<file path="src/hdl/wsee_pkg.sv">
// ----------------------------------------------------------------------------
// wsee_pkg
// Shared types and constants of the windowed sparse event encoder: the
// controller state, the controller/datapath command and status groups, the
// result item layout and a few fixed sizes.
// ----------------------------------------------------------------------------
package wsee_pkg;

	// payload store size, fixed by the byte address field
	localparam int PAYLOAD_BYTES = 16;
	localparam int PAYLOAD_BITS  = PAYLOAD_BYTES * 8;

	// width of lane positions, cursors and window bases
	localparam int POS_W = 10;

	// events emitted per request at most, the rest are only counted
	localparam int MAX_EVENTS = 32;

	// reset value of the width register
	localparam logic [7:0] WIDTH_RESET = 8'd128;

	// count saturation limit
	localparam logic [7:0] SAT_LIMIT = 8'd63;

	// request codes
	localparam logic FUNC_WRITE  = 1'b0;
	localparam logic FUNC_ENCODE = 1'b1;

	typedef enum logic [2:0] {
		ST_IDLE,
		ST_DIV,
		ST_CHECK,
		ST_SCAN,
		ST_SUMM,
		ST_ERR
	} state_t;

	// controller to datapath
	typedef struct packed {
		logic wr_byte;
		logic latch;
		logic calc_div;
		logic init;
		logic step;
		logic summ;
		logic err;
	} dp_cmd_t;

	// datapath to controller
	typedef struct packed {
		logic width_ok;
		logic done;
		logic slot_free;
	} dp_stat_t;

	// one result item
	typedef struct packed {
		logic [6:0] event_index;
		logic       is_summary;
		logic [5:0] lane_event_count;
		logic [5:0] lane_cycles;
		logic [7:0] total_events;
		logic [5:0] max_lane_cycles;
		logic       width_error;
		logic       last;
	} res_t;

	// clamp a count to six bits
	function automatic logic [5:0] sat63(input logic [7:0] v);
		logic [5:0] r;
		r = (v > SAT_LIMIT) ? 6'd63 : v[5:0];
		return r;
	endfunction

endpackage

</file>
<file path="src/hdl/wsee_intf.sv">
// ----------------------------------------------------------------------------
// wsee interfaces
// Valid/ready channels of the encoder: request, result and width register
// write.
// ----------------------------------------------------------------------------
interface wsee_req_if;
	logic       valid;
	logic       ready;
	logic       func;
	logic [3:0] byte_address;
	logic [7:0] byte_value;
	logic [1:0] lane_select;

	modport source (output valid, func, byte_address, byte_value, lane_select, input ready);
	modport sink (input valid, func, byte_address, byte_value, lane_select, output ready);
endinterface

interface wsee_res_if;
	logic       valid;
	logic       ready;
	logic [6:0] event_index;
	logic       is_summary;
	logic [5:0] lane_event_count;
	logic [5:0] lane_cycles;
	logic [7:0] total_events;
	logic [5:0] max_lane_cycles;
	logic       width_error;
	logic       last;

	modport source (output valid, event_index, is_summary, lane_event_count, lane_cycles,
		total_events, max_lane_cycles, width_error, last, input ready);
	modport sink (input valid, event_index, is_summary, lane_event_count, lane_cycles,
		total_events, max_lane_cycles, width_error, last, output ready);
endinterface

interface wsee_cfg_if;
	logic       valid;
	logic       ready;
	logic [7:0] data;

	modport source (output valid, data, input ready);
	modport sink (input valid, data, output ready);
endinterface

</file>
<file path="src/hdl/windowed_sparse_event_encoder_unit.sv">
// ----------------------------------------------------------------------------
// windowed_sparse_event_encoder_unit
// Top level: loads a payload bit vector byte by byte and encodes one lane at
// a time into set-bit indices followed by a summary.
// ----------------------------------------------------------------------------
// A payload byte write is taken while idle and gives no result. An encode
// request runs through lane setup (ST_DIV: lane width by reciprocal
// multiply, then ST_CHECK: the width check and lane start), then the scan
// steps, where a step emits one set bit (only counted once MAX_EVENTS are
// out) or skips past empty windows, then sees the lane finished and loads
// the summary. A step waits whenever the output register is full and not
// being taken. The next request is taken as soon as the summary sits in the
// output register. An invalid width or lane gives a single error summary.
module windowed_sparse_event_encoder_unit
	import wsee_pkg::*;
#(
	parameter int WINDOW    = 8,
	parameter int LANES     = 4,
	parameter int MAX_WIDTH = 128
) (
	input logic        clk,
	input logic        arst_n,
	wsee_cfg_if.sink   cfg,
	wsee_req_if.sink   cmd,
	wsee_res_if.source res
);

	dp_cmd_t  dp_cmd;
	dp_stat_t dp_stat;
	res_t     res_item;
	logic     res_valid;

	// width register is always writable
	assign cfg.ready = 1'b1;

	// controller
	wsee_ctrl u_ctrl (
		.clk       (clk),
		.arst_n    (arst_n),
		.req_valid (cmd.valid),
		.req_func  (cmd.func),
		.req_ready (cmd.ready),
		.stat      (dp_stat),
		.cmd       (dp_cmd)
	);

	// datapath
	wsee_dp #(
		.WINDOW    (WINDOW),
		.LANES     (LANES),
		.MAX_WIDTH (MAX_WIDTH)
	) u_dp (
		.clk          (clk),
		.arst_n       (arst_n),
		.cmd          (dp_cmd),
		.stat         (dp_stat),
		.cfg_we       (cfg.valid),
		.cfg_data     (cfg.data),
		.byte_address (cmd.byte_address),
		.byte_value   (cmd.byte_value),
		.lane_select  (cmd.lane_select),
		.res_ready    (res.ready),
		.res_valid    (res_valid),
		.res          (res_item)
	);

	// result channel
	assign res.valid            = res_valid;
	assign res.event_index      = res_item.event_index;
	assign res.is_summary       = res_item.is_summary;
	assign res.lane_event_count = res_item.lane_event_count;
	assign res.lane_cycles      = res_item.lane_cycles;
	assign res.total_events     = res_item.total_events;
	assign res.max_lane_cycles  = res_item.max_lane_cycles;
	assign res.width_error      = res_item.width_error;
	assign res.last             = res_item.last;

	// an encode request blocks further requests until its summary is loaded
	a_encode_busy: assert property (@(posedge clk) disable iff (!arst_n)
		cmd.valid && cmd.ready && (cmd.func == FUNC_ENCODE) |=> !cmd.ready)
		else $error("request taken during lane setup");

	// a lane never reports more events than cycles
	a_cycles_cover_events: assert property (@(posedge clk) disable iff (!arst_n)
		res.valid && res.is_summary |-> res.lane_cycles >= res.lane_event_count)
		else $error("lane event count exceeds cycle count");

	// error summaries carry no lane counts
	a_error_counts: assert property (@(posedge clk) disable iff (!arst_n)
		res.valid && res.width_error |->
			res.lane_event_count == 6'd0 && res.lane_cycles == 6'd0 && res.last)
		else $error("error summary with lane counts");

	// the last flag marks summaries only
	a_last_is_summary: assert property (@(posedge clk) disable iff (!arst_n)
		res.valid |-> (res.last == res.is_summary))
		else $error("last flag out of step with summary");

endmodule

</file>
<file path="src/hdl/wsee_ctrl.sv">
// ----------------------------------------------------------------------------
// wsee_ctrl
// Controller of the encoder: takes requests while idle, sequences the lane
// setup, the window scan steps and the closing summary or error summary.
// ----------------------------------------------------------------------------
module wsee_ctrl
	import wsee_pkg::*;
(
	input  logic     clk,
	input  logic     arst_n,
	input  logic     req_valid,
	input  logic     req_func,
	output logic     req_ready,
	input  dp_stat_t stat,
	output dp_cmd_t  cmd
);

	state_t state_q, state_n;

	// state register
	always_ff @(posedge clk or negedge arst_n) begin
		if (!arst_n) begin
			state_q <= ST_IDLE;
		end else begin
			state_q <= state_n;
		end
	end

	// next state and commands
	always_comb begin
		state_n   = state_q;
		cmd       = '0;
		req_ready = 1'b0;
		case (state_q)
			ST_IDLE: begin
				req_ready = 1'b1;
				if (req_valid) begin
					if (req_func == FUNC_WRITE) begin
						cmd.wr_byte = 1'b1;
					end else begin
						cmd.latch = 1'b1;
						state_n   = ST_DIV;
					end
				end
			end
			ST_DIV: begin
				cmd.calc_div = 1'b1;
				state_n      = ST_CHECK;
			end
			ST_CHECK: begin
				cmd.init = 1'b1;
				state_n  = stat.width_ok ? ST_SCAN : ST_ERR;
			end
			ST_SCAN: begin
				if (stat.done) begin
					state_n = ST_SUMM;
				end else if (stat.slot_free) begin
					cmd.step = 1'b1;
				end
			end
			ST_SUMM: begin
				if (stat.slot_free) begin
					cmd.summ = 1'b1;
					state_n  = ST_IDLE;
				end
			end
			ST_ERR: begin
				if (stat.slot_free) begin
					cmd.err = 1'b1;
					state_n = ST_IDLE;
				end
			end
			default: begin
				state_n = ST_IDLE;
			end
		endcase
	end

endmodule

</file>
<file path="src/hdl/wsee_dp.sv">
// ----------------------------------------------------------------------------
// wsee_dp
// Datapath of the encoder: payload store, width register, lane setup, the
// two-window scan step with its priority encoders, running totals and the
// output register.
// ----------------------------------------------------------------------------
module wsee_dp
	import wsee_pkg::*;
#(
	parameter int WINDOW    = 8,
	parameter int LANES     = 4,
	parameter int MAX_WIDTH = 128
) (
	input  logic       clk,
	input  logic       arst_n,
	input  dp_cmd_t    cmd,
	output dp_stat_t   stat,
	input  logic       cfg_we,
	input  logic [7:0] cfg_data,
	input  logic [3:0] byte_address,
	input  logic [7:0] byte_value,
	input  logic [1:0] lane_select,
	input  logic       res_ready,
	output logic       res_valid,
	output res_t       res
);

	localparam int IW    = (WINDOW > 1) ? $clog2(WINDOW) : 1;
	localparam int RECIP = (65536 + LANES - 1) / LANES;
	localparam logic [POS_W-1:0] W1 = POS_W'(WINDOW);
	localparam logic [POS_W-1:0] W2 = POS_W'(2 * WINDOW);
	localparam logic [IW-1:0] LAST_OFS = IW'(WINDOW - 1);

	logic [PAYLOAD_BYTES-1:0][7:0] payload_q;
	logic [7:0]       width_q;
	logic [1:0]       lane_q;
	logic [7:0]       lw_q;
	logic [POS_W-1:0] start_q;
	logic [POS_W-1:0] cursor_q;
	logic [POS_W-1:0] ws_q;
	logic [7:0]       cnt_q;
	logic [7:0]       cyc_q;
	logic [7:0]       sum_q;
	logic [5:0]       max_q;
	logic             out_valid_q;
	res_t             res_q;

	// payload store and width register
	always_ff @(posedge clk or negedge arst_n) begin
		if (!arst_n) begin
			payload_q <= '0;
			width_q   <= WIDTH_RESET;
		end else begin
			if (cmd.wr_byte) begin
				payload_q[byte_address] <= byte_value;
			end
			if (cfg_we) begin
				width_q <= cfg_data;
			end
		end
	end

	// lane width by reciprocal multiply, exact for 8-bit widths
	logic [24:0] lw_prod;
	assign lw_prod = 25'(width_q) * 25'(RECIP);

	// width and lane checks, evaluated while lw_q holds the quotient
	logic [11:0] lw_back;
	assign lw_back = 12'(lw_q) * 12'(LANES);
	assign stat.width_ok = (width_q != 8'd0) && (32'(width_q) <= MAX_WIDTH)
		&& (32'(width_q) >= LANES) && (lw_back == 12'(width_q))
		&& (32'(lane_q) < LANES);

	logic [POS_W-1:0] lw_ext;
	assign lw_ext = POS_W'(lw_q);

	// two windows of payload bits from the current window base
	logic [PAYLOAD_BITS+2*WINDOW-1:0] ext_bits, shifted;
	logic [2*WINDOW-1:0]              win;
	logic [POS_W-1:0]                 base_pos;
	assign base_pos = start_q + ws_q;
	assign ext_bits = {{(2*WINDOW){1'b0}}, payload_q};
	assign shifted  = ext_bits >> base_pos;
	assign win      = shifted[2*WINDOW-1:0];

	// masks: first window from the cursor, second window inside the lane
	logic [WINDOW-1:0] m1, m2;
	always_comb begin
		logic [POS_W-1:0] p1, p2;
		for (int j = 0; j < WINDOW; j++) begin
			p1 = ws_q + POS_W'(j);
			p2 = ws_q + W1 + POS_W'(j);
			m1[j] = win[j] && (p1 >= cursor_q) && (p1 < lw_ext);
			m2[j] = win[WINDOW+j] && (p2 < lw_ext);
		end
	end

	// lowest set bit in each window
	logic          f1, f2;
	logic [IW-1:0] i1, i2;
	always_comb begin
		f1 = 1'b0;
		f2 = 1'b0;
		i1 = '0;
		i2 = '0;
		for (int j = WINDOW - 1; j >= 0; j--) begin
			if (m1[j]) begin
				f1 = 1'b1;
				i1 = IW'(j);
			end
			if (m2[j]) begin
				f2 = 1'b1;
				i2 = IW'(j);
			end
		end
	end

	// next cursor and window base after one scan step
	logic             hit;
	logic [POS_W-1:0] hit_pos, cursor_n, ws_n;
	always_comb begin
		hit      = f1 || f2;
		hit_pos  = ws_q + POS_W'(i1);
		cursor_n = ws_q + W2;
		ws_n     = ws_q + W2;
		if (f1) begin
			hit_pos  = ws_q + POS_W'(i1);
			cursor_n = hit_pos + POS_W'(1);
			ws_n     = (i1 == LAST_OFS) ? ws_q + W1 : ws_q;
		end else if (f2) begin
			hit_pos  = ws_q + W1 + POS_W'(i2);
			cursor_n = hit_pos + POS_W'(1);
			ws_n     = (i2 == LAST_OFS) ? ws_q + W2 : ws_q + W1;
		end
	end

	assign stat.done = (cursor_q >= lw_ext);

	// running totals for a finished lane
	logic [7:0] sum_base, sum_new;
	logic [8:0] sum_add;
	logic [5:0] max_base, max_new, cyc_sat;
	always_comb begin
		sum_base = (lane_q == 2'd0) ? 8'd0 : sum_q;
		max_base = (lane_q == 2'd0) ? 6'd0 : max_q;
		sum_add  = 9'(sum_base) + 9'(cnt_q);
		sum_new  = sum_add[8] ? 8'hFF : sum_add[7:0];
		cyc_sat  = sat63(cyc_q);
		max_new  = (cyc_sat > max_base) ? cyc_sat : max_base;
	end

	// event result item
	res_t ev_item;
	always_comb begin
		ev_item             = '0;
		ev_item.event_index = 7'(start_q + hit_pos);
	end

	// emit gating and output slot
	logic emit_ev, load;
	assign emit_ev        = cmd.step && hit && (cnt_q < 8'(MAX_EVENTS));
	assign load           = emit_ev || cmd.summ || cmd.err;
	assign stat.slot_free = !out_valid_q || res_ready;

	// lane setup and scan registers
	always_ff @(posedge clk) begin
		if (cmd.latch) begin
			lane_q <= lane_select;
		end
		if (cmd.calc_div) begin
			lw_q <= lw_prod[23:16];
		end
		if (cmd.init) begin
			start_q  <= POS_W'(lane_q) * lw_ext;
			cursor_q <= '0;
			ws_q     <= '0;
			cnt_q    <= '0;
			cyc_q    <= '0;
		end
		if (cmd.step) begin
			cursor_q <= cursor_n;
			ws_q     <= ws_n;
			cyc_q    <= cyc_q + 8'd1;
			if (hit) begin
				cnt_q <= cnt_q + 8'd1;
			end
		end
	end

	// running totals
	always_ff @(posedge clk or negedge arst_n) begin
		if (!arst_n) begin
			sum_q <= '0;
			max_q <= '0;
		end else if (cmd.summ) begin
			sum_q <= sum_new;
			max_q <= max_new;
		end
	end

	// output register valid
	always_ff @(posedge clk or negedge arst_n) begin
		if (!arst_n) begin
			out_valid_q <= 1'b0;
		end else if (load) begin
			out_valid_q <= 1'b1;
		end else if (res_ready) begin
			out_valid_q <= 1'b0;
		end
	end

	// output register payload
	always_ff @(posedge clk) begin
		if (emit_ev) begin
			res_q <= ev_item;
		end else if (cmd.summ) begin
			res_q.event_index      <= '0;
			res_q.is_summary       <= 1'b1;
			res_q.lane_event_count <= sat63(cnt_q);
			res_q.lane_cycles      <= cyc_sat;
			res_q.total_events     <= sum_new;
			res_q.max_lane_cycles  <= max_new;
			res_q.width_error      <= 1'b0;
			res_q.last             <= 1'b1;
		end else if (cmd.err) begin
			res_q.event_index      <= '0;
			res_q.is_summary       <= 1'b1;
			res_q.lane_event_count <= '0;
			res_q.lane_cycles      <= '0;
			res_q.total_events     <= sum_q;
			res_q.max_lane_cycles  <= max_q;
			res_q.width_error      <= 1'b1;
			res_q.last             <= 1'b1;
		end
	end

	assign res_valid = out_valid_q;
	assign res       = res_q;

endmodule
</file>
<file path="src/flat_wrapper.sv">
// flat-port wrapper written by rule: the top's interface ports become plain ports
module windowed_sparse_event_encoder_unit_flat import wsee_pkg::*;
#(
	parameter int WINDOW    = 8,
	parameter int LANES     = 4,
	parameter int MAX_WIDTH = 128
)
  (clk, arst_n, cfg_valid, cfg_data, cfg_ready, cmd_valid, cmd_func, cmd_byte_address, cmd_byte_value, cmd_lane_select, cmd_ready, res_valid, res_event_index, res_is_summary, res_lane_event_count, res_lane_cycles, res_total_events, res_max_lane_cycles, res_width_error, res_last, res_ready);
  wsee_cfg_if cfg_i ();
  wsee_req_if cmd_i ();
  wsee_res_if res_i ();
  input logic clk;
  input logic arst_n;
  input wire logic [$bits(cfg_i.valid)-1:0] cfg_valid;
  input wire logic [$bits(cfg_i.data)-1:0] cfg_data;
  output wire logic [$bits(cfg_i.ready)-1:0] cfg_ready;
  input wire logic [$bits(cmd_i.valid)-1:0] cmd_valid;
  input wire logic [$bits(cmd_i.func)-1:0] cmd_func;
  input wire logic [$bits(cmd_i.byte_address)-1:0] cmd_byte_address;
  input wire logic [$bits(cmd_i.byte_value)-1:0] cmd_byte_value;
  input wire logic [$bits(cmd_i.lane_select)-1:0] cmd_lane_select;
  output wire logic [$bits(cmd_i.ready)-1:0] cmd_ready;
  output wire logic [$bits(res_i.valid)-1:0] res_valid;
  output wire logic [$bits(res_i.event_index)-1:0] res_event_index;
  output wire logic [$bits(res_i.is_summary)-1:0] res_is_summary;
  output wire logic [$bits(res_i.lane_event_count)-1:0] res_lane_event_count;
  output wire logic [$bits(res_i.lane_cycles)-1:0] res_lane_cycles;
  output wire logic [$bits(res_i.total_events)-1:0] res_total_events;
  output wire logic [$bits(res_i.max_lane_cycles)-1:0] res_max_lane_cycles;
  output wire logic [$bits(res_i.width_error)-1:0] res_width_error;
  output wire logic [$bits(res_i.last)-1:0] res_last;
  input wire logic [$bits(res_i.ready)-1:0] res_ready;
  assign cfg_i.valid = cfg_valid;
  assign cfg_i.data = cfg_data;
  assign cfg_ready = cfg_i.ready;
  assign cmd_i.valid = cmd_valid;
  assign cmd_i.func = cmd_func;
  assign cmd_i.byte_address = cmd_byte_address;
  assign cmd_i.byte_value = cmd_byte_value;
  assign cmd_i.lane_select = cmd_lane_select;
  assign cmd_ready = cmd_i.ready;
  assign res_valid = res_i.valid;
  assign res_event_index = res_i.event_index;
  assign res_is_summary = res_i.is_summary;
  assign res_lane_event_count = res_i.lane_event_count;
  assign res_lane_cycles = res_i.lane_cycles;
  assign res_total_events = res_i.total_events;
  assign res_max_lane_cycles = res_i.max_lane_cycles;
  assign res_width_error = res_i.width_error;
  assign res_last = res_i.last;
  assign res_i.ready = res_ready;
  windowed_sparse_event_encoder_unit #(.WINDOW(WINDOW), .LANES(LANES), .MAX_WIDTH(MAX_WIDTH)) u_core (.clk(clk), .arst_n(arst_n), .cfg(cfg_i), .cmd(cmd_i), .res(res_i));
endmodule
</file>
<file path="config.mk">
export PLATFORM = sky130hd
export DESIGN_NAME = windowed_sparse_event_encoder_unit_flat
export DESIGN_NICKNAME = d
export VERILOG_FILES = /design/src/hdl/wsee_pkg.sv /design/src/hdl/wsee_intf.sv /design/src/hdl/windowed_sparse_event_encoder_unit.sv /design/src/hdl/wsee_ctrl.sv /design/src/hdl/wsee_dp.sv /design/src/flat_wrapper.sv
export SDC_FILE = /design/constraint.sdc
export NUM_CORES = 1
export LEC_CHECK = 0
export BUFFER_PORTS_ARGS = -buffer_cell sky130_fd_sc_hd__buf_4
export CELL_PAD_IN_SITES_DETAIL_PLACEMENT = 2
export CELL_PAD_IN_SITES_GLOBAL_PLACEMENT = 2
export CORE_ASPECT_RATIO = 0.7
export CORE_MARGIN = 2
export CORE_UTILIZATION = 39
export DETAILED_ROUTE_END_ITERATION = 16
export PLACE_DENSITY_LB_ADDON = 0.1
export RECOVER_POWER = 25
export REMOVE_ABC_BUFFERS = 1
export SYNTH_ARGS = -nofsm -noshare
export SYNTH_HDL_FRONTEND = slang
export SYNTH_SLANG_ARGS = --single-unit
</file>
<file path="constraint.sdc">
create_clock -name clk -period 5.9 [get_ports clk]
set_clock_uncertainty 0.1 [all_clocks]
set_input_delay 1.18 -clock clk [delete_from_list [all_inputs] [get_ports clk]]
set_output_delay 1.18 -clock clk [all_outputs]
set_load 0.01 [all_outputs]
</file>
==> reports/metrics.cfg, run 1 <==
[clock_tree]
hold_buffers=0
cts-buffers-inserted=27
root_buffer=clkbuf_16
htreeDepth=1
clockBufferDepth=3
cts_tree=done
clock_insertion_delay_worst_skew_ns=0.59
clk_pin_slew_worst_paths_ns=0.07
cts_num_sinks=238

[floorplanning]
start_util_pct=39.53
dieArea_sq_um=56480
pin_count=67
core_sq_um=53830
die_w_microns=283.2
rows=71
dieHeight_microns=199.4

[global_route]
grt.total_usage_pct=35.59
overflow=0
grt_max_degree=79
antenna_found_initial=4
grt_pass1_vias=20540
grt_pass1_wl_microns=148500

[logic_synthesis]
synth.area.top_cells=dfrtp_1, mux4_2, mux2_2
synth_cell_types=93
seq_area_frac_synth_pct=28.27
synth_top_area_cell=dfrtp_1
async_reset_ff_share_pct=64.71
synth_top_area_share_pct=17.99
syn-mean-instance-area_sq_um=10.26
synthCells=2074
synth_edf_count=48
synth_ff_type=dfrtp_1
synthesis.area_sq_um=21280
synth-seq-cells=238
ys_warn_count=0

[placement]
dp_hpwl_microns=78590
port_buffers=65
pre_cts_slack_ns=-0.1967
dpl.cell_count=2904
gp_congestion=1.029

[timing]
max_slew_margin_pct=-199.7
slew_violations=77
period_share_pct=97.02
setup_slack_ns=0.1757
hold_viol_final=0
fin_crit_ns=5.724
worst_slew_pin_slew_ns=4.495
setup_viol=0
fmax_mhz=174.7

[cells_and_area]
drive_above_1_share_pct=34.11
seqCellArea_sq_um=6017
syn_to_final_growth_pct=16.52
multi_input_area_sq_um=14490
num-nets-final=2304
fillers=5649
instances_no_fill=2968

[hold_path]
min_path_cells=2
min_to=u_core.u_dp.res[1]
hp-start=u_core.u_dp.res[1]
hold_class=register to register

[setup_path]
worstRegToRegCells=22
cp-end-kind=register
critical_path.max_fanout=12
reg2reg_to=u_core.u_dp.res[35]
arrival_ns=5.96
r2r_slack_ns=0.18
r2r-start=u_core.u_dp.ws_q[3]
worstSetupPathType=register to register
critPathRequiredTime_ns=6.14
cp-start-kind=register

[route]
drt_wl_total_microns=101600
drtIter0Drc=2288
drtPass1Iterations=5
antenna_left=0
vias_per_cell=6.742
routed-via-count=20010
drc=0
wl_per_cell_microns=34.22

[pwr]
net-switching-power_mw=6.881
leakagePower_nw=10.32
power.share.clock_pct=12.6
power.density_nw_per_um2=552.3
pwr-share-seq_pct=22.0
vdd_ir_drop_max_mv=0.3952
pwr-share-comb_pct=65.4
cell_internal_pwr_mw=6.814
switching_share_pct=50.24

[outcome]
status=complete, but fails checks
violations=capacitance limit, slew limit

[job]
maxCapViolations=1

-- Yosys cell counts (all sizes together), types with 18 or more instances --
| cell type | n |
|---|---|
| mux2 | 206 |
| nand2 | 190 |
| mux4 | 157 |
| dfrtp | 153 |
| mux2i | 127 |
| nor2 | 126 |
| a21oi | 88 |
| buf | 87 |
| clkbuf | 73 |
| o21ai | 72 |
| inv | 59 |
| ha | 58 |
| nor3 | 50 |
| edfxtp | 48 |
| nand3 | 46 |
| and2 | 37 |
| o22ai | 37 |
| dfxtp | 36 |
| nand4 | 28 |
| nor2b | 24 |
| nand2b | 23 |
| a22oi | 22 |
| xnor2 | 22 |
| and3 | 19 |
| a21o | 18 |
-- power by group through the flow --
stage / logic (mW) / clock network (mW) / registers (mW)
4_1_cts: 8.42 / 1.77 / 2.97
3_5_place_dp: 8.27 / 0 / 2.99
5_1_grt: 9.29 / 1.82 / 3.07
3_3_place_gp: 8.07 / 0 / 2.93
2_1_floorplan: 4.61 / 0 / 2.94
6_report: 8.96 / 1.73 / 3.01
-- layout make-up --
class,instances,share of cell area (%)
inverter,60,0.9133
timing repair buffer,271,9.123
multi-input combinational,1616,58.44
antenna,4,0.04037
tap,730,3.683
clock buffer,33,2.977
clock inverter,16,0.5601
sequential,238,24.26
-- layout by cell type (no fill, tap or decap), types with 16 or more instances in the layout --
cell type	instances
and3_1	18
a22oi_1	21
nand4_1	27
nor2b_1	22
dfxtp_1	36
mux4_2	157
inv_1	56
nor3_1	49
mux2i_1	127
nand2_1	189
dfrtp_1	153
o211ai_1	16
nor2_1	123
and2_1	35
o21ai_0	68
buf_4	244
nand3_1	45
xnor2_1	20
edfxtp_1	48
a21oi_1	75
a21o_1	18
nand2b_1	23
buf_12	17
mux2_2	204
clkbuf_16	27
o22ai_1	35
ha_1	56
-- kinds of logic after synthesis --
| family | count (synthesis) | share of synthesized area [%] |
|---|---|---|
| DFF | 238 | 28.27 |
| AOI/OAI and AO/OA | 426 | 14.17 |
| other | 1 | 0.01762 |
| buffers and inverters | 220 | 5.038 |
| and+or+nand+nor | 601 | 13.75 |
| xor gates and xnor gates | 36 | 1.482 |
| adders and majority gates | 62 | 3.786 |
| muxes | 490 | 33.49 |
-- sequential cells by signal (all words and copies together) (netlist names) --
signal,flops
u_core.u_dp.start_q,8
u_core.u_dp.sum_q,8
u_core.u_dp.max_q,6
u_core.u_dp.res_valid,1
u_core.u_dp.cnt_q,8
u_core.u_dp.width_q,8
u_core.u_dp.ext_bits,128
u_core.u_dp.ws_q,7
u_core.u_ctrl.state_q,3
u_core.u_dp.cyc_q,8
u_core.u_dp.lane_q,2
u_core.u_dp.cursor_q,10
u_core.u_dp.lw_q,6
u_core.u_dp.res,35
-- worst max-delay path by stage --
stage | startpoint | to | slack (ns)
floorplan | u_core.u_dp.start_q[2] | u_core.u_dp.res[35] | -5.38
global placement | u_core.u_dp.start_q[3] | u_core.u_dp.res[35] | 0.07
detailed placement | u_core.u_dp.start_q[3] | u_core.u_dp.res[35] | -0.20
CTS | u_core.u_dp.ws_q[3] | u_core.u_dp.res[35] | 0.02
global route | u_core.u_dp.ws_q[3] | u_core.u_dp.res[35] | -0.009
finish | u_core.u_dp.ws_q[3] | u_core.u_dp.res[35] | 0.18
-- layer usage --
metal	global-route usage (%)	part of all wire [%]
met1	55.11	47
met4	6.467	2.0
met3	6.975	9.5
met5	0	0
met2	51.23	41
-- through the flow --
step	utilization [%]	instance area, sq um	hold slack [ns]	power [mW]	TNS, ns
4_1_cts	45.50	24500	0.3660	13.17	0
6_report	46.06	24800	0.3604	13.69	0
2_1_floorplan	-	20440	0.3396	7.553	-309.01
5_1_grt	46.04	24790	0.3901	14.18	-0.009136
3_5_place_dp	43.72	23530	0.3574	11.26	-0.3794
3_3_place_gp	43.72	23530	0.3470	11.00	0
-- critical path, stage by stage (launching register included) --
cell and delay (ns):
edfxtp_1 0.45, ha_4 0.20, inv_1 0.10, fa_2 0.46, buf_12 0.17, buf_6 0.16, buf_4 0.20, nor2_1 0.74
a21o_1 0.24, o31a_1 0.28, o21ai_0 0.17, a21oi_1 0.17, o21ai_0 0.11, and2_1 0.20, a21o_1 0.16, ha_1 0.21
fa_1 0.42, a21o_1 0.21, a21oi_2 0.17, o21bai_1 0.11, a21oi_2 0.16, xor2_1 0.16, a21oi_1 0.08
-- what timing repair did --
action	4_1_cts	5_1_grt
buffers inserted	7	4
setup endpoints to repair	4	6
resized for setup	8	53
pin swaps	2	15
cloned	0	0
No activity file was read; power rests on OpenSTA's default activity.
==> run 2, diff against run 1 <==
Settings changed: ABC_AREA set to 1, CORE_UTILIZATION 39 to 32.
==> run 2 against run 1 <==
Against the previous run:
- the run ends with capacitance limit, slew limit, setup timing left
- non-clock buffer count increased by 21
- power decreased by 3.0%
- die area increased by 9.1%
- design area decreased by 1.1%
- synthesized area decreased by 10%
==> reports/metrics.cfg, run 2 <==
[cells_and_area]
instances_no_fill=3873
postLayoutCellArea_sq_um=24530
drive_above_1_share_pct=22.09
syn_to_final_growth_pct=28.57
layout_common_cells=nand3_1, nand2_1, buf_4
num-nets-final=3140
fin_util_pct=41.86
fillers=6814
layout_commonest_cell=nand3_1
largest_register_ffs=128

[pwr]
power.total_mw=13.29
vdd_ir_drop_max_mv=0.2884
leakagePower_nw=11.20
power.density_nw_per_um2=541.6

[clock_tree]
cts-buffers-inserted=30
clk_pin_slew_worst_paths_ns=0.07
root_buffer=clkbuf_16
cts_tree=done
htreeDepth=1
clockBufferDepth=3
clock_insertion_delay_worst_skew_ns=0.62
cts_num_sinks=238

[global_route]
grt_pass1_wl_microns=138100
grt_pass1_vias=23180
overflow=0
grt_max_degree=124
grt.total_usage_pct=28.50
antenna_found_initial=4

[logic_synthesis]
synth_edf_count=48
synth.area.top_cells=nand3_1, dfrtp_1, nand2_1
synth_top_area_share_pct=23.53
async_reset_ff_share_pct=64.71
synth_cell_types=58
synth_ff_type=dfrtp_1
synth.area.mux_share_pct=0.2361
synth_xor_xnor_area_share_pct=1.331
synth-seq-cells=238
synth-simple-area-share_pct=42.16
ys_warn_count=0
yosysMostFrequentCell=nand3_1
synth_top_family_by_area=simple AND/OR/NAND/NOR gates
synthesis.area_sq_um=19080
synth_compound_area_share_pct=12.09
synthCells=2928
synth_top_area_cell=nand3_1
seq_area_frac_synth_pct=31.54
yosys-top-cells-count=nand3_1, nand2_1, o21ai_0
syn-mean-instance-area_sq_um=6.516
synthAdderAreaFrac_pct=4.223

[timing]
setup_viol=1
slew_violations=68
setup_slack_ns=-0.07395
hold_viol_final=0
worst_slew_pin_slew_ns=4.331
fin_crit_ns=5.974
max_slew_margin_pct=-188.8
period_share_pct=101.3
whs_ns=0.3650
fmax_mhz=167.4
final.setup.tns_ns=-0.07395
rsz0062_at_grt=true

[route]
vias_per_cell=5.739
antenna_left=0
drtPass1Iterations=5
drt_wl_total_microns=91850
wl_per_cell_microns=23.72
routed-via-count=22230
drtIter0Drc=1459
drc=0

[placement]
gp_congestion=0.8841
dpl.cell_count=3775
dp_hpwl_microns=63390
dpl_cell_area_sq_um=21360
pre_cts_slack_ns=-0.3474
port_buffers=65

[setup_path]
cp-end-kind=register
critPathRequiredTime_ns=6.14
crit_slowest_cell=edfxtp_1
worstSetupPathType=register to register
arrival_ns=6.21
max_stage_delay_ns=0.40
path_common_cell=nand2_2
critical_path.max_fanout=7
cp-start-kind=register

[floorplanning]
dieHeight_microns=208.3
start_util_pct=32.55
dieArea_sq_um=61620
pin_count=67
rows=74
core_sq_um=58610
die_w_microns=295.9

[outcome]
violations=capacitance limit, slew limit, setup timing
status=complete, but fails checks

[job]
maxCapViolations=1

[hold_path]
hold_class=register to register

[run 2: cell types whose count changed in the layout (fill, tap and decap cells not counted), sizes merged, moves of 35 or more]
cell and delta:
nand2 +499, mux2i -127, inv +128, and2 -35, o21ai +172, mux2 -202
mux4 -157, o211ai +36, nand3 +852
[run 2: cell type report]
cell class                      instances  area [sq um]  share of cell area (%)
Clock inverter                         18         171.4                  0.6988
Multi-Input combinational cell       2292         13030                   53.12
Clock buffer                           38         843.3                   3.438
Inverter                              196         745.7                   3.040
Antenna cell                            1         2.502                 0.01020
Tap cell                              798         998.5                   4.070
Sequential cell                       238          6017                   24.53
Timing Repair Buffer                  292          2723                   11.10
[run 2: routing by layer]
metal | vias up | global-route usage [%] | part of all wire [%]
li1 | 10340 | - | -
met1 | 11310 | 41.82 | 49
met2 | 465 | 44.03 | 44
met3 | 110 | 3.525 | 4.5
met4 | 0 | 7.124 | 2.4
met5 | - | 0 | 0
[run 2: critical path: cells and delay by family (launching register included)]
kind,cells,cell delay [ns]
and+or+nand+nor,24,2.37
adders and majority gates,4,1.09
AOI/OAI and AO/OA,5,0.71
DFF,1,0.40
xor gates and xnor gates,1,0.16
buffers and inverters,8,0.83
[run 2: power breakdown]
part / switching [mW] / internal [mW] / total, mW
sequential: 0.507 / 2.23 / 2.74
clock: 0.837 / 1.10 / 1.94
combinational: 5.55 / 3.06 / 8.61
total: 6.89 / 6.39 / 13.3
[run 2: worst paths after layout]
check,slack (ns),depth (start not counted),from,end
max in group asynchronous,0.78,2,arst_n,u_core.u_dp.ext_bits[101]
min,0.37,2,u_core.u_dp.res[26],u_core.u_dp.res[26]
min reg2reg,0.37,2,u_core.u_dp.res[26],u_core.u_dp.res[26]
min in group asynchronous,1.98,1,arst_n,u_core.u_dp.ext_bits[10]
max reg2reg,-0.07,42,u_core.u_dp.ws_q[3],u_core.u_dp.res[35]
max,-0.07,42,u_core.u_dp.ws_q[3],u_core.u_dp.res[35]
[run 2: repair_timing]
item | in CTS | in global routing
gates resized for setup | 75 | 293
pin swaps | 18 | 81
cloned | 4 | 10
hold buffers | 0 | 0
endpoints found under the hold margin | 0 | 0
setup buffers | 13 | 16
setup endpoints to repair | 3 | 3
[run 2: logic make-up (layout without fill, tap and decap cells)]
family,after synthesis,after routing
and+or+nand+nor,1780,1780
AOI/OAI and AO/OA,416,416
buffers and inverters,398,544
DFF,238,238
adders and majority gates,62,62
xor gates and xnor gates,29,29
muxes,4,4
other,1,2
==> run 3, diff against run 2 <==
Settings changed: CORE_ASPECT_RATIO 0.7 to 0.75.
==> run 3 against run 2 <==
Against the previous run:
- the run ends with capacitance limit, slew limit left
- non-clock buffer count is 48 lower
- global-route usage down 0.58 points
- clock power is essentially flat
- combinational power fell by 4.5%
- clock-buffer cell count grew 7
- core utilization down 1.5 points
- via count shrank 0.54%
- wire length down 1.2%
- flip-flop and latch count did not move
- die area about the same
- largest power group unchanged
==> reports/metrics.cfg, run 3 (same netlist as run 2, synthesis figures left out) <==
[setup_path]
cp-start-kind=register
critical_path.max_fanout=8
arrival_ns=6.07
worstSetupPathType=register to register
cp-end-kind=register
crit_slowest_cell=edfxtp_1
path_common_cell=nand3_1
r2r_slack_ns=0.04
reg2reg_to=u_core.u_dp.res[35]
r2r-start=u_core.u_dp.ws_q[3]
worstRegToRegCells=41
crit_family=simple AND/OR/NAND/NOR gates
max_stage_delay_ns=0.39
path_buf_inv=8
critPathRequiredTime_ns=6.10

[timing]
rsz0062_at_grt=true
period_share_pct=99.37
final.setup.tns_ns=0
setup_viol=0
worst_slew_pin_slew_ns=4.619
slew_violations=82
fin_crit_ns=5.863
fmax_mhz=170.6
max_slew_margin_pct=-207.9
setup_slack_ns=0.03733
hold_viol_final=0

[cells_and_area]
num-nets-final=3092
largest_register_ffs=128
antennaDiodeCount=0
instances_no_fill=3816
syn_to_final_growth_pct=24.76
layout_commonest_cell=nand3_1
layout_common_cells=nand3_1, nand2_1, buf_4
drive_above_1_share_pct=19.17
fin_util_pct=40.37

[clock_tree]
root_buffer=clkbuf_16
clockBufferDepth=3
clock_insertion_delay_worst_skew_ns=0.61
cts-buffers-inserted=30
clk_pin_slew_worst_paths_ns=0.06
cts_num_sinks=238
hold_buffers=0
cts_tree=done
htreeDepth=1

[global_route]
antenna_found_initial=1
grt_pass1_wl_microns=137400
grt_max_degree=124
grt.total_usage_pct=27.93
grt_pass1_vias=22920
overflow=0

[placement]
dp_hpwl_microns=61620
port_buffers=65
gp_congestion=0.8959
pre_cts_slack_ns=-0.3708
dpl.cell_count=3725

[pwr]
power.total_mw=12.86
power.density_nw_per_um2=540.2
vdd_ir_drop_max_mv=0.3997
leakagePower_nw=10.90

[floorplanning]
dieHeight_microns=215.5
dieArea_sq_um=61610
rows=77
core_sq_um=58960
die_w_microns=286.0
pin_count=67
start_util_pct=32.36

[route]
wl_per_cell_microns=23.77
drtIter0Drc=1632
drtPass1Iterations=5
routed-via-count=22110
vias_per_cell=5.793
drc=0
drt_wl_total_microns=90720
antenna_left=0

[outcome]
status=complete, but fails checks
violations=capacitance limit, slew limit

[hold_path]
min_path_cells=0
min_to=u_core.u_dp.lw_q[4]
hold_class=register to register
hp-start=u_core.u_dp.width_q[6]

[job]
maxCapViolations=1

[run 3: cell count changes in the layout (fill, tap and decap cells not counted), moves of 5 or more]
cell and change:
nand3_4 -14, nand2_1 +9, nand3_1 +29, clkbuf_1 +6, nand2_2 -5, nand3_2 -15, buf_4 -45
[run 3: stage by stage]
step | hold WS [ns] | cell area, sq um
after global placement | 0.3456 | 21020
after floorplan | 0.3249 | 18210
final | 0.3582 | 23800
after global routing | 0.3649 | 23800
after detailed placement | 0.3523 | 21020
after CTS | 0.3574 | 22360
[run 3: final cells by class]
cell class | instances | area, sq um
clock buffer | 45 | 868.3
multi-input combinational | 2292 | 12710
fill | 6986 | 35160
timing repair buffer | 244 | 2361
tap | 790 | 988.4
clock inverter | 11 | 117.6
inverter | 196 | 743.2
sequential | 238 | 6017
[run 3: routing by layer]
layer | share of wire (%) | track usage, %
met5 | 0 | 0
met2 | 46 | 45.45
met1 | 48 | 40.61
met4 | 2.0 | 4.782
met3 | 3.9 | 2.526
[run 3: report_power, final]
part	leakage [nW]	switching [mW]	total [mW]	internal [mW]
sequential	2.78	0.498	2.73	2.23
clock	0.469	0.806	1.91	1.10
combinational	7.65	5.37	8.22	2.85
[run 3: what timing repair did]
item | CTS | global route
setup buffers | 6 | 16
pin swaps | 5 | 81
endpoints found under the setup margin | 3 | 4
resized for setup | 34 | 271
gates cloned | 5 | 10
[run 3: how the worst max path moves through the flow]
stage	cells past startpoint	start	endpoint
after floorplan	26	u_core.u_dp.start_q[2]	u_core.u_dp.res[35]
after global routing	41	u_core.u_dp.ws_q[3]	u_core.u_dp.res[35]
final	41	u_core.u_dp.ws_q[3]	u_core.u_dp.res[35]
after CTS	41	u_core.u_dp.start_q[3]	u_core.u_dp.res[35]
after global placement	38	u_core.u_dp.start_q[3]	u_core.u_dp.res[35]
after detailed placement	36	u_core.u_dp.start_q[3]	u_core.u_dp.res[35]
